===== config.mk =====
export PLATFORM = sky130hd
export DESIGN_NAME = signed_integer_to_ascii_digits
export DESIGN_NICKNAME = d
export VERILOG_FILES = /design/src/rtl/core/siad_pkg.sv /design/src/rtl/core/siad_dabble.sv /design/src/rtl/core/signed_integer_to_ascii_digits.sv
export SDC_FILE = /design/constraint.sdc
export NUM_CORES = 1
export LEC_CHECK = 0
export ABC_CLOCK_PERIOD_IN_PS = 5200
export BUFFER_PORTS_ARGS = -buffer_cell sky130_fd_sc_hd__buf_2
export CORE_MARGIN = 3
export CORE_UTILIZATION = 60
export CTS_CLUSTER_DIAMETER = 30
export DETAILED_ROUTE_END_ITERATION = 16
export PLACE_DENSITY = 0.85
export SLEW_MARGIN = 20
export SYNTH_ARGS = -nofsm -noshare
export SYNTH_HDL_FRONTEND = slang
export SYNTH_SLANG_ARGS = --single-unit

===== constraint.sdc =====
create_clock -name clk -period 5.2 [get_ports clk]
set_input_delay 0.26 -clock clk [delete_from_list [all_inputs] [get_ports clk]]
set_output_delay 0.26 -clock clk [all_outputs]
set_load 0.01 [all_outputs]

===== src/rtl/core/siad_pkg.sv =====
`default_nettype none
// ----------------------------------------------------------------------------
// siad_pkg: shared definitions for the signed integer to ASCII converter
// Character codes, the default value width and the digit to ASCII mapping.
// ----------------------------------------------------------------------------
package siad_pkg;

  localparam int VALUE_BITS_DEFAULT = 32;

  // Binary bits consumed by the conversion unit in one cycle.
  localparam int STEP_BITS = 4;

  localparam logic [6:0] CH_MINUS   = 7'h2D;
  localparam logic [6:0] CH_ZERO    = 7'h30;
  localparam logic [6:0] CH_UPPER_A = 7'h41;

  localparam logic [3:0] DIGIT_TEN = 4'd10;

  // Maps one digit (0..15) to '0'..'9' or 'A'..'F'.
  function automatic logic [6:0] digit_char(input logic [3:0] d);
    logic [6:0] ch;
    if (d < DIGIT_TEN) begin
      ch = CH_ZERO + {3'b000, d};
    end else begin
      ch = CH_UPPER_A + {3'b000, d - DIGIT_TEN};
    end
    return ch;
  endfunction

endpackage
`default_nettype wire


===== src/rtl/core/siad_dabble.sv =====
`default_nettype none
// ----------------------------------------------------------------------------
// siad_dabble: binary to BCD conversion step
// Applies several shift-and-add-3 steps to a packed BCD and binary word.
// ----------------------------------------------------------------------------
module siad_dabble #(
  parameter int MAG_W   = 32,
  parameter int DIG_NUM = 10
) (
  input  wire logic [DIG_NUM*4-1:0] dig_i,
  input  wire logic [MAG_W-1:0]     bin_i,
  output logic      [DIG_NUM*4-1:0] dig_o,
  output logic      [MAG_W-1:0]     bin_o
);

  localparam int AccW = DIG_NUM * 4 + MAG_W;

  logic [AccW-1:0] acc;

  // Each step corrects every BCD digit that would overflow on doubling,
  // then shifts the whole word left by one bit.
  always_comb begin
    acc = {dig_i, bin_i};
    for (int s = 0; s < siad_pkg::STEP_BITS; s++) begin
      for (int d = 0; d < DIG_NUM; d++) begin
        if (acc[MAG_W + 4*d +: 4] >= 4'd5) begin
          acc[MAG_W + 4*d +: 4] = acc[MAG_W + 4*d +: 4] + 4'd3;
        end
      end
      acc = {acc[AccW-2:0], 1'b0};
    end
  end

  assign dig_o = acc[AccW-1:MAG_W];
  assign bin_o = acc[MAG_W-1:0];

endmodule
`default_nettype wire


===== src/rtl/core/signed_integer_to_ascii_digits.sv =====
`default_nettype none
// ----------------------------------------------------------------------------
// signed_integer_to_ascii_digits: signed integer to ASCII text converter
// Renders a two's complement value as decimal or uppercase hex characters.
// ----------------------------------------------------------------------------
// Usage:
// An input beat carries the value in in_tdata and the radix select in
// in_tuser (0 decimal, 1 hexadecimal). The block answers with one output
// beat per character, most significant first, with no leading zeros. A
// negative value starts with '-' followed by its magnitude; the most
// negative value shows its full magnitude. out_tlast marks the final
// character of each value.
// Timing: decimal values pass through a binary to BCD unit that consumes
// four bits per cycle; hex values skip it. The digit register holds ten
// digit slots at 32 bits: leading zero slots are dropped one per cycle,
// the scan then ends, then one character leaves per cycle. So every value
// of one radix and sign takes equally long from one taken beat to the
// next, while the receiver keeps up.
// in_tready is high only while no value is being converted. The last
// character sits in the output register, so the next beat is taken while
// it waits. When the receiver stalls, the sequencer holds its place and
// the current character stays on out_tdata. Reset clears the sequencer and
// drops out_tvalid.
// ----------------------------------------------------------------------------
module signed_integer_to_ascii_digits #(
  parameter int VALUE_BITS = siad_pkg::VALUE_BITS_DEFAULT
) (
  input  wire logic                              clk,
  input  wire logic                              rst_n,
  // Input channel.
  input  wire logic                              in_tvalid,
  output logic                                   in_tready,
  input  wire logic [((VALUE_BITS+7)/8)*8-1:0]   in_tdata,   // [VALUE_BITS-1:0] value
  input  wire logic                              in_tuser,   // [0] mode
  // Output channel.
  output logic                                   out_tvalid,
  input  wire logic                              out_tready,
  output logic      [7:0]                        out_tdata,  // [6:0] ascii_char
  output logic                                   out_tlast
);

  // Storage for the digits: enough for the decimal form of 2^(VALUE_BITS-1)
  // and for the hex form of a full value.
  localparam int MagW   = ((VALUE_BITS + 3) / 4) * 4;
  localparam int DecDig = ((VALUE_BITS - 1) * 31) / 100 + 1;
  localparam int HexDig = MagW / 4;
  localparam int DigNum = (DecDig > HexDig) ? DecDig : HexDig;
  localparam int DigW   = DigNum * 4;
  localparam int Steps  = MagW / siad_pkg::STEP_BITS;
  localparam int StepW  = $clog2(Steps + 1);
  localparam int CntW   = $clog2(DigNum + 1);

  localparam logic [2:0] ST_IDLE = 3'd0;
  localparam logic [2:0] ST_CONV = 3'd1;
  localparam logic [2:0] ST_SKIP = 3'd2;
  localparam logic [2:0] ST_SIGN = 3'd3;
  localparam logic [2:0] ST_EMIT = 3'd4;

  logic [2:0]            state_r, state_nxt;
  logic [DigW-1:0]       dig_r, dig_nxt;
  logic [MagW-1:0]       bin_r, bin_nxt;
  logic                  neg_r, neg_nxt;
  logic [StepW-1:0]      step_r, step_nxt;
  logic [CntW-1:0]       cnt_r, cnt_nxt;
  logic                  out_valid_r, out_valid_nxt;
  logic [6:0]            out_char_r, out_char_nxt;
  logic                  out_last_r, out_last_nxt;

  logic [VALUE_BITS-1:0] raw;
  logic [VALUE_BITS-1:0] mag;
  logic [DigW-1:0]       dab_dig;
  logic [MagW-1:0]       dab_bin;
  logic [3:0]            top_dig;
  logic                  out_free;

  // The negation of the most negative value wraps to itself, which read as
  // unsigned is exactly its magnitude.
  assign raw = in_tdata[VALUE_BITS-1:0];
  assign mag = raw[VALUE_BITS-1] ? (~raw + 1'b1) : raw;

  assign top_dig  = dig_r[DigW-1 -: 4];
  assign out_free = !out_valid_r || out_tready;

  siad_dabble #(
    .MAG_W   (MagW),
    .DIG_NUM (DigNum)
  ) u_dabble (
    .dig_i (dig_r),
    .bin_i (bin_r),
    .dig_o (dab_dig),
    .bin_o (dab_bin)
  );

  always_comb begin
    state_nxt     = state_r;
    dig_nxt       = dig_r;
    bin_nxt       = bin_r;
    neg_nxt       = neg_r;
    step_nxt      = step_r;
    cnt_nxt       = cnt_r;
    out_valid_nxt = out_valid_r && !out_tready;
    out_char_nxt  = out_char_r;
    out_last_nxt  = out_last_r;

    unique case (state_r)
      ST_IDLE: begin
        if (in_tvalid) begin
          neg_nxt = raw[VALUE_BITS-1];
          cnt_nxt = CntW'(DigNum);
          if (in_tuser) begin
            // Hex digits are the nibbles of the magnitude.
            dig_nxt   = DigW'(mag);
            bin_nxt   = '0;
            state_nxt = ST_SKIP;
          end else begin
            dig_nxt   = '0;
            bin_nxt   = MagW'(mag);
            step_nxt  = StepW'(Steps);
            state_nxt = ST_CONV;
          end
        end
      end
      ST_CONV: begin
        dig_nxt  = dab_dig;
        bin_nxt  = dab_bin;
        step_nxt = step_r - 1'b1;
        if (step_r == StepW'(1)) begin
          state_nxt = ST_SKIP;
        end
      end
      ST_SKIP: begin
        // Drop leading zeros, but always keep the final digit.
        if (top_dig == 4'd0 && cnt_r > CntW'(1)) begin
          dig_nxt = {dig_r[DigW-5:0], 4'd0};
          cnt_nxt = cnt_r - 1'b1;
        end else begin
          state_nxt = neg_r ? ST_SIGN : ST_EMIT;
        end
      end
      ST_SIGN: begin
        if (out_free) begin
          out_valid_nxt = 1'b1;
          out_char_nxt  = siad_pkg::CH_MINUS;
          out_last_nxt  = 1'b0;
          state_nxt     = ST_EMIT;
        end
      end
      ST_EMIT: begin
        if (out_free) begin
          out_valid_nxt = 1'b1;
          out_char_nxt  = siad_pkg::digit_char(top_dig);
          out_last_nxt  = (cnt_r == CntW'(1));
          dig_nxt       = {dig_r[DigW-5:0], 4'd0};
          cnt_nxt       = cnt_r - 1'b1;
          if (cnt_r == CntW'(1)) begin
            state_nxt = ST_IDLE;
          end
        end
      end
      default: begin
        state_nxt = ST_IDLE;
      end
    endcase
  end

  always_ff @(posedge clk) begin
    if (!rst_n) begin
      state_r     <= ST_IDLE;
      out_valid_r <= 1'b0;
    end else begin
      state_r     <= state_nxt;
      out_valid_r <= out_valid_nxt;
    end
    dig_r      <= dig_nxt;
    bin_r      <= bin_nxt;
    neg_r      <= neg_nxt;
    step_r     <= step_nxt;
    cnt_r      <= cnt_nxt;
    out_char_r <= out_char_nxt;
    out_last_r <= out_last_nxt;
  end

  assign in_tready  = (state_r == ST_IDLE);
  assign out_tvalid = out_valid_r;
  assign out_tdata  = {1'b0, out_char_r};
  assign out_tlast  = out_last_r;

endmodule
`default_nettype wire


==> results of run 1 <==
-- logic make-up (layout without fill, tap and decap cells) --
kind of cell	Yosys count	count (layout)	synth area share, %
AO/OA/AOI/OAI	432	432	29.2
XOR/XNOR	43	43	3.80
adder cells (fa/ha/maj)	53	53	6.66
buffers and inverters	120	141	4.58
flip-flops	93	93	27.8
multiplexers	48	48	5.03
other	1	1	0.0378
AND/OR/NAND/NOR	454	454	22.9
-- registers in the layout, summed over array words and instances (netlist names) --
| name | flops |
|---|---|
| bin_r | 32 |
| step_r | 4 |
| state_r | 3 |
| out_tlast | 1 |
| neg_r | 1 |
| out_tvalid | 1 |
| out_char_r | 7 |
| cnt_r | 4 |
| dig_r | 40 |
-- stage by stage --
step	cells	instance area (sq um)
floorplan	1244	9920
detailed placement	1465	10300
global route	1481	10600
global placement	1465	10300
CTS	1481	10600
finish	1481	10600
-- placed cells by master (no fill, tap or decap), types with 7 or more instances in the layout --
master and count:
a211o_1 17, a211oi_1 33, a21boi_0 10, a21o_1 12, a21oi_1 77, a221o_1 8, a221oi_1 7, a31oi_1 12
and2_1 23, and3_1 12, buf_2 46, buf_4 7, clkbuf_16 9, edfxtp_1 89, ha_1 52, inv_1 71
mux2_2 15, mux2i_1 33, nand2_1 134, nand2b_1 21, nand3_1 33, nand3b_1 12, nor2_1 94, nor2b_1 21
nor3_1 30, o211a_1 8, o211ai_1 18, o21a_1 11, o21ai_0 119, o221ai_1 7, o22ai_1 12, o31ai_1 21
o41ai_1 7, or2_2 25, or3_1 15, xnor2_1 13, xor2_1 30
-- final timing paths --
path | to | slack, ns | cells after the start
setup / recovery | dig_r[6] | 0.90 | 15
hold / removal | state_r[0] | 0.19 | 2
setup reg to reg | dig_r[6] | 0.90 | 15
hold reg to reg | bin_r[22] | 0.52 | 2
-- critical path, delay by kind of cell (launching register included) --
family / cells / cell delay, ns
buf+inv: 3 / 0.37
simple gates: 2 / 0.27
fa+ha+maj: 3 / 0.83
compound gates: 7 / 2.13
flops: 1 / 0.54
-- layout make-up --
type                    instances  area [sq um]
clock buffers                  10           229
fillers                      1349          5410
flip-flops and latches         93          2750
multi-input cells            1031          6720
clock inverters                 6          63.8
repair buffers                 53           283
inverters                      72           270
well taps                     216           270
-- metal layers --
| layer | track usage, % | up-vias | share of wire (%) |
|---|---|---|---|
| li1 | - | 4721 | - |
| met1 | 36.9 | 4569 | 44 |
| met2 | 44.9 | 360 | 48 |
| met3 | 4.10 | 32 | 7.3 |
| met4 | 5.20 | 4 | 0.88 |
| met5 | 0 | - | 0.094 |
==> impl_metrics.toml, run 1 <==
[synth]
synth.yosys.seq_area_share_pct = 27.8
synth_ff_type = "edfxtp_1"
synth_fp_nets = 1333
synth_edf_count = 89
synthArstFlopShare_pct = 0
synth-seq-cells = 93
postSynthCellCount = 1244
synth_largest_area_cell = "edfxtp_1"
synthTopCellsByArea = "edfxtp_1, ha_1, o21ai_0"
synthTopCellsByCount = "nand2_1, o21ai_0, nor2_1"
ys_warn_count = 0
avgSynthCellArea_sq_um = 7.97
yosys.cell_types.count = 79
syn_area_sq_um = 9920
yosysTopAreaCellShare_pct = 27.0
synth_most_common_cell = "nand2_1"

[timing]
tightest_slew_ns = 0.890
period_needed_ns = 4.30
hold_viol = 0
timing.final.crit_share_pct = 82.8
fin_skew_ns = 0.00857
tns_ns = 0
max_freq_mhz = 232
whs_ns = 0.190
final-setup-viol-count = 0
rsz0062_at_grt = "no"
maxSlewHeadroom_pct = 40.5
maxSlewViolCount = 0
fin_ws_ns = 0.895

[grt]
grt_max_degree = 53
grt_pass1_wl_um = 40800
grt_remaining_overflow = 0
grt_use_total_pct = 26.7
grt_pass1_vias = 8674
antenna_found_initial = 2

[setup_path]
crit_fanout = 11
cpPeakStageDelay_ns = 0.57
cp.arrival_ns = 4.46
critPathSlowestCell = "a211oi_1"
cp.required_ns = 5.36
path_cells = "inv_1, ha_1, nand2b_1, a211o_1, a21o_1, o211ai_1, inv_1, ha_1, inv_1, a32oi_1, a211oi_1, ha_1, nor2_1, o211a_1, o31ai_1"
end_kind = "register"
start_kind = "register"
critPathLaunch = "dig_r[0]"
crit_type = "reg2reg"
rr_startpoint = "dig_r[0]"

[hold_path]
worstHoldStart = "rst_n"
hp-class = "in2reg"

[clock_tree]
clk_latency_ns = 0.34
htree_levels = 3
cts_tree = "done"
numCtsBuffers = 9
clock-root-buffer = "clkbuf_16"
clock_path_buffers = 2
cts-resized-gates = 0
clock-sinks = 93
hold_buffers = 0
cts_setup_buffers = 0
path_clk_slew_ns = 0.07

[routing]
vias = 9686
wirelength_um = 24600
viasPerCell = 6.54
routedWlPerCell_um = 16.6
drt_first_pass_iters = 5
drc = 0
drt_iter0_markers = 835
drtAntennaViolNets = 0

[flow_run]
max_cap_viol_count = 0

[place]
dp.final_hpwl_um = 18100
place.gp.congestion = 0.918
portBuffers = 46
pre_cts_ws_ns = 1.00

[cells_and_area]
nNetsFinal = 1349
drive_gt1_share_pct = 10.1
antenna_cells = 0
syn_to_final_growth_pct = 6.76
final_core_util_pct = 66.2

[die]
coreArea_sq_um = 16000
die_area_sq_um = 18100
io_pins = 48
die_w_um = 135
fp.dieH_um = 135
start_util_pct = 62.0
rows = 46

[status]
status = "completed"
Power of run 1 is not shown: default switching activity piles up to over one toggle a cycle in this logic, so the estimate is an artifact.
==> inputs of run 2 (changes only) <==
--- a/config.mk
+++ b/config.mk
@@ -5,7 +5,7 @@
 export SDC_FILE = /design/constraint.sdc
 export NUM_CORES = 1
 export LEC_CHECK = 0
-export ABC_CLOCK_PERIOD_IN_PS = 5200
+export ABC_CLOCK_PERIOD_IN_PS = 4200
 export BUFFER_PORTS_ARGS = -buffer_cell sky130_fd_sc_hd__buf_2
 export CORE_MARGIN = 3
 export CORE_UTILIZATION = 60
==> constraint.sdc (replaced) <==
create_clock -name clk -period 4.2 [get_ports clk]
set_input_delay 0.21 -clock clk [delete_from_list [all_inputs] [get_ports clk]]
set_output_delay 0.21 -clock clk [all_outputs]
set_load 0.01 [all_outputs]
==> impl_metrics.toml, run 2 (synthesized netlist as in run 1, its figures left out) <==
[status]
status = "completed"

[clock_tree]
clock_path_buffers = 2
path_clk_slew_ns = 0.06
cts_tree = "done"
htree_levels = 3
clock-root-buffer = "clkbuf_16"
clk_latency_ns = 0.35
numCtsBuffers = 9
clock-sinks = 93

[grt]
grt_pass1_wl_um = 40300
grt_remaining_overflow = 0
grt_max_degree = 53
grt_pass1_vias = 8708
grt_use_total_pct = 26.4
antenna_found_initial = 1

[die]
rows = 46
die_w_um = 135
start_util_pct = 62.0
coreArea_sq_um = 16000
fp.dieH_um = 135
die_area_sq_um = 18100
io_pins = 48

[timing]
final-setup-viol-count = 0
maxSlewViolCount = 0
maxSlewHeadroom_pct = 38.2
hold_viol = 0
fin_skew_ns = 0.00858
fin_ws_ns = 0.203
timing.final.crit_share_pct = 95.2
max_freq_mhz = 250
tightest_slew_ns = 0.925
whs_ns = 0.136
period_needed_ns = 4.00

[place]
dp.final_hpwl_um = 18000
postPlaceCellArea_sq_um = 10400
portBuffers = 46
place.gp.congestion = 0.969
dp_cells = 1479
pre_cts_ws_ns = 0.0913

[setup_path]
ff2ff_path_depth = 14
crit_fanout = 7
cp.arrival_ns = 4.09
critPathSlowestCell = "edfxtp_1"
path_cells = "ha_1, nand2b_1, a21oi_1, mux2i_2, nand2_1, a21oi_1, nor2b_1, ha_1, maj3_1, a221o_1, a21oi_2, and3_1, mux2i_1, a22o_1"
cpPeakStageDelay_ns = 0.50
critPathTopFamily = "compound AO/OA/AOI/OAI gates"
end_kind = "register"
path_buf_inv = 0
crit_type = "reg2reg"
cp.required_ns = 4.30
rr_endpoint = "dig_r[35]"
rr_startpoint = "dig_r[32]"
start_kind = "register"
reg2reg_slack_ns = 0.20

[hold_path]
worstHoldStart = "rst_n"
holdPathEnd = "state_r[0]"
hold_depth = 2
hp-class = "in2reg"

[cells_and_area]
nFillCells = 1308
design_area_sq_um = 10900
layout_common_cells = "nand2_1, o21ai_0, nor2_1"
seqCellArea_sq_um = 2750
multiInputGateArea_sq_um = 6820
final_cells = 1509
drive_gt1_share_pct = 13.8
nNetsFinal = 1377
regMostFlops = "dig_r"
syn_to_final_growth_pct = 9.92
largest_reg_flops = 40
antenna_cells = 0
reg_top3 = "dig_r (40), bin_r (32), out_char_r (7)"
final_common_cell = "nand2_1"

[routing]
drtAntennaViolNets = 0
routedWlPerCell_um = 16.5
wirelength_um = 24900
drt_iter0_markers = 948
drt_first_pass_iters = 5
viasPerCell = 6.48
drc = 0
vias = 9773

[flow_run]
max_cap_viol_count = 0
## run 2: changes by cell type in the layout (fill, tap and decap cells not counted), sizes merged
cell	previous run	this run
buf	53	81
inv	72	71
clkinv	3	2
clkinvlp	2	4
## run 2: through the flow
stage               setup TNS (ns)  util (%)
floorplan                        0         -
global placement                 0      65.0
detailed placement               0      65.0
CTS                              0      66.8
global route                -0.149      68.1
finish                           0      68.1
## run 2: how the worst max path moves through the flow
stage,startpoint,endpoint,cells after the start
6_report,dig_r[32],dig_r[35],14
3_5_place_dp,dig_r[16],dig_r[18],21
4_1_cts,dig_r[16],dig_r[18],21
5_1_grt,dig_r[36],dig_r[37],17
3_3_place_gp,dig_r[12],dig_r[13],18
2_1_floorplan,dig_r[0],dig_r[7],16
## run 2: timing repair
action | CTS | global route
hold buffers | 0 | 0
resized for setup | 0 | 30
buffers inserted | 0 | 14
setup endpoints to repair | 0 | 16
## run 2: final cells by class
class,instances,share of cell area (%)
Clock inverter,6,0.585
Multi-Input combinational cell,1031,62.6
Inverter,72,2.48
Sequential cell,93,25.3
Timing Repair Buffer,81,4.52
Tap cell,216,2.48
Clock buffer,10,2.10
## run 2: routing by layer
| metal | track usage (%) | wire, um | share of wire [%] |
|---|---|---|---|
| met4 | 4.81 | 220 | 0.88 |
| met3 | 3.95 | 1680 | 6.7 |
| met5 | 0 | 10 | 0.040 |
| met1 | 36.2 | 11000 | 44 |
| met2 | 44.9 | 12000 | 48 |
## run 2: worst reg2reg max path, cell delays in order (launching register included)
cell,delay (ns)
edfxtp_1,0.50
ha_1,0.26
nand2b_1,0.17
a21oi_1,0.28
mux2i_2,0.47
nand2_1,0.14
a21oi_1,0.16
nor2b_1,0.06
ha_1,0.21
maj3_1,0.35
a221o_1,0.32
a21oi_2,0.24
and3_1,0.25
mux2i_1,0.11
a22o_1,0.22
Power of run 2 is left out for the same reason.
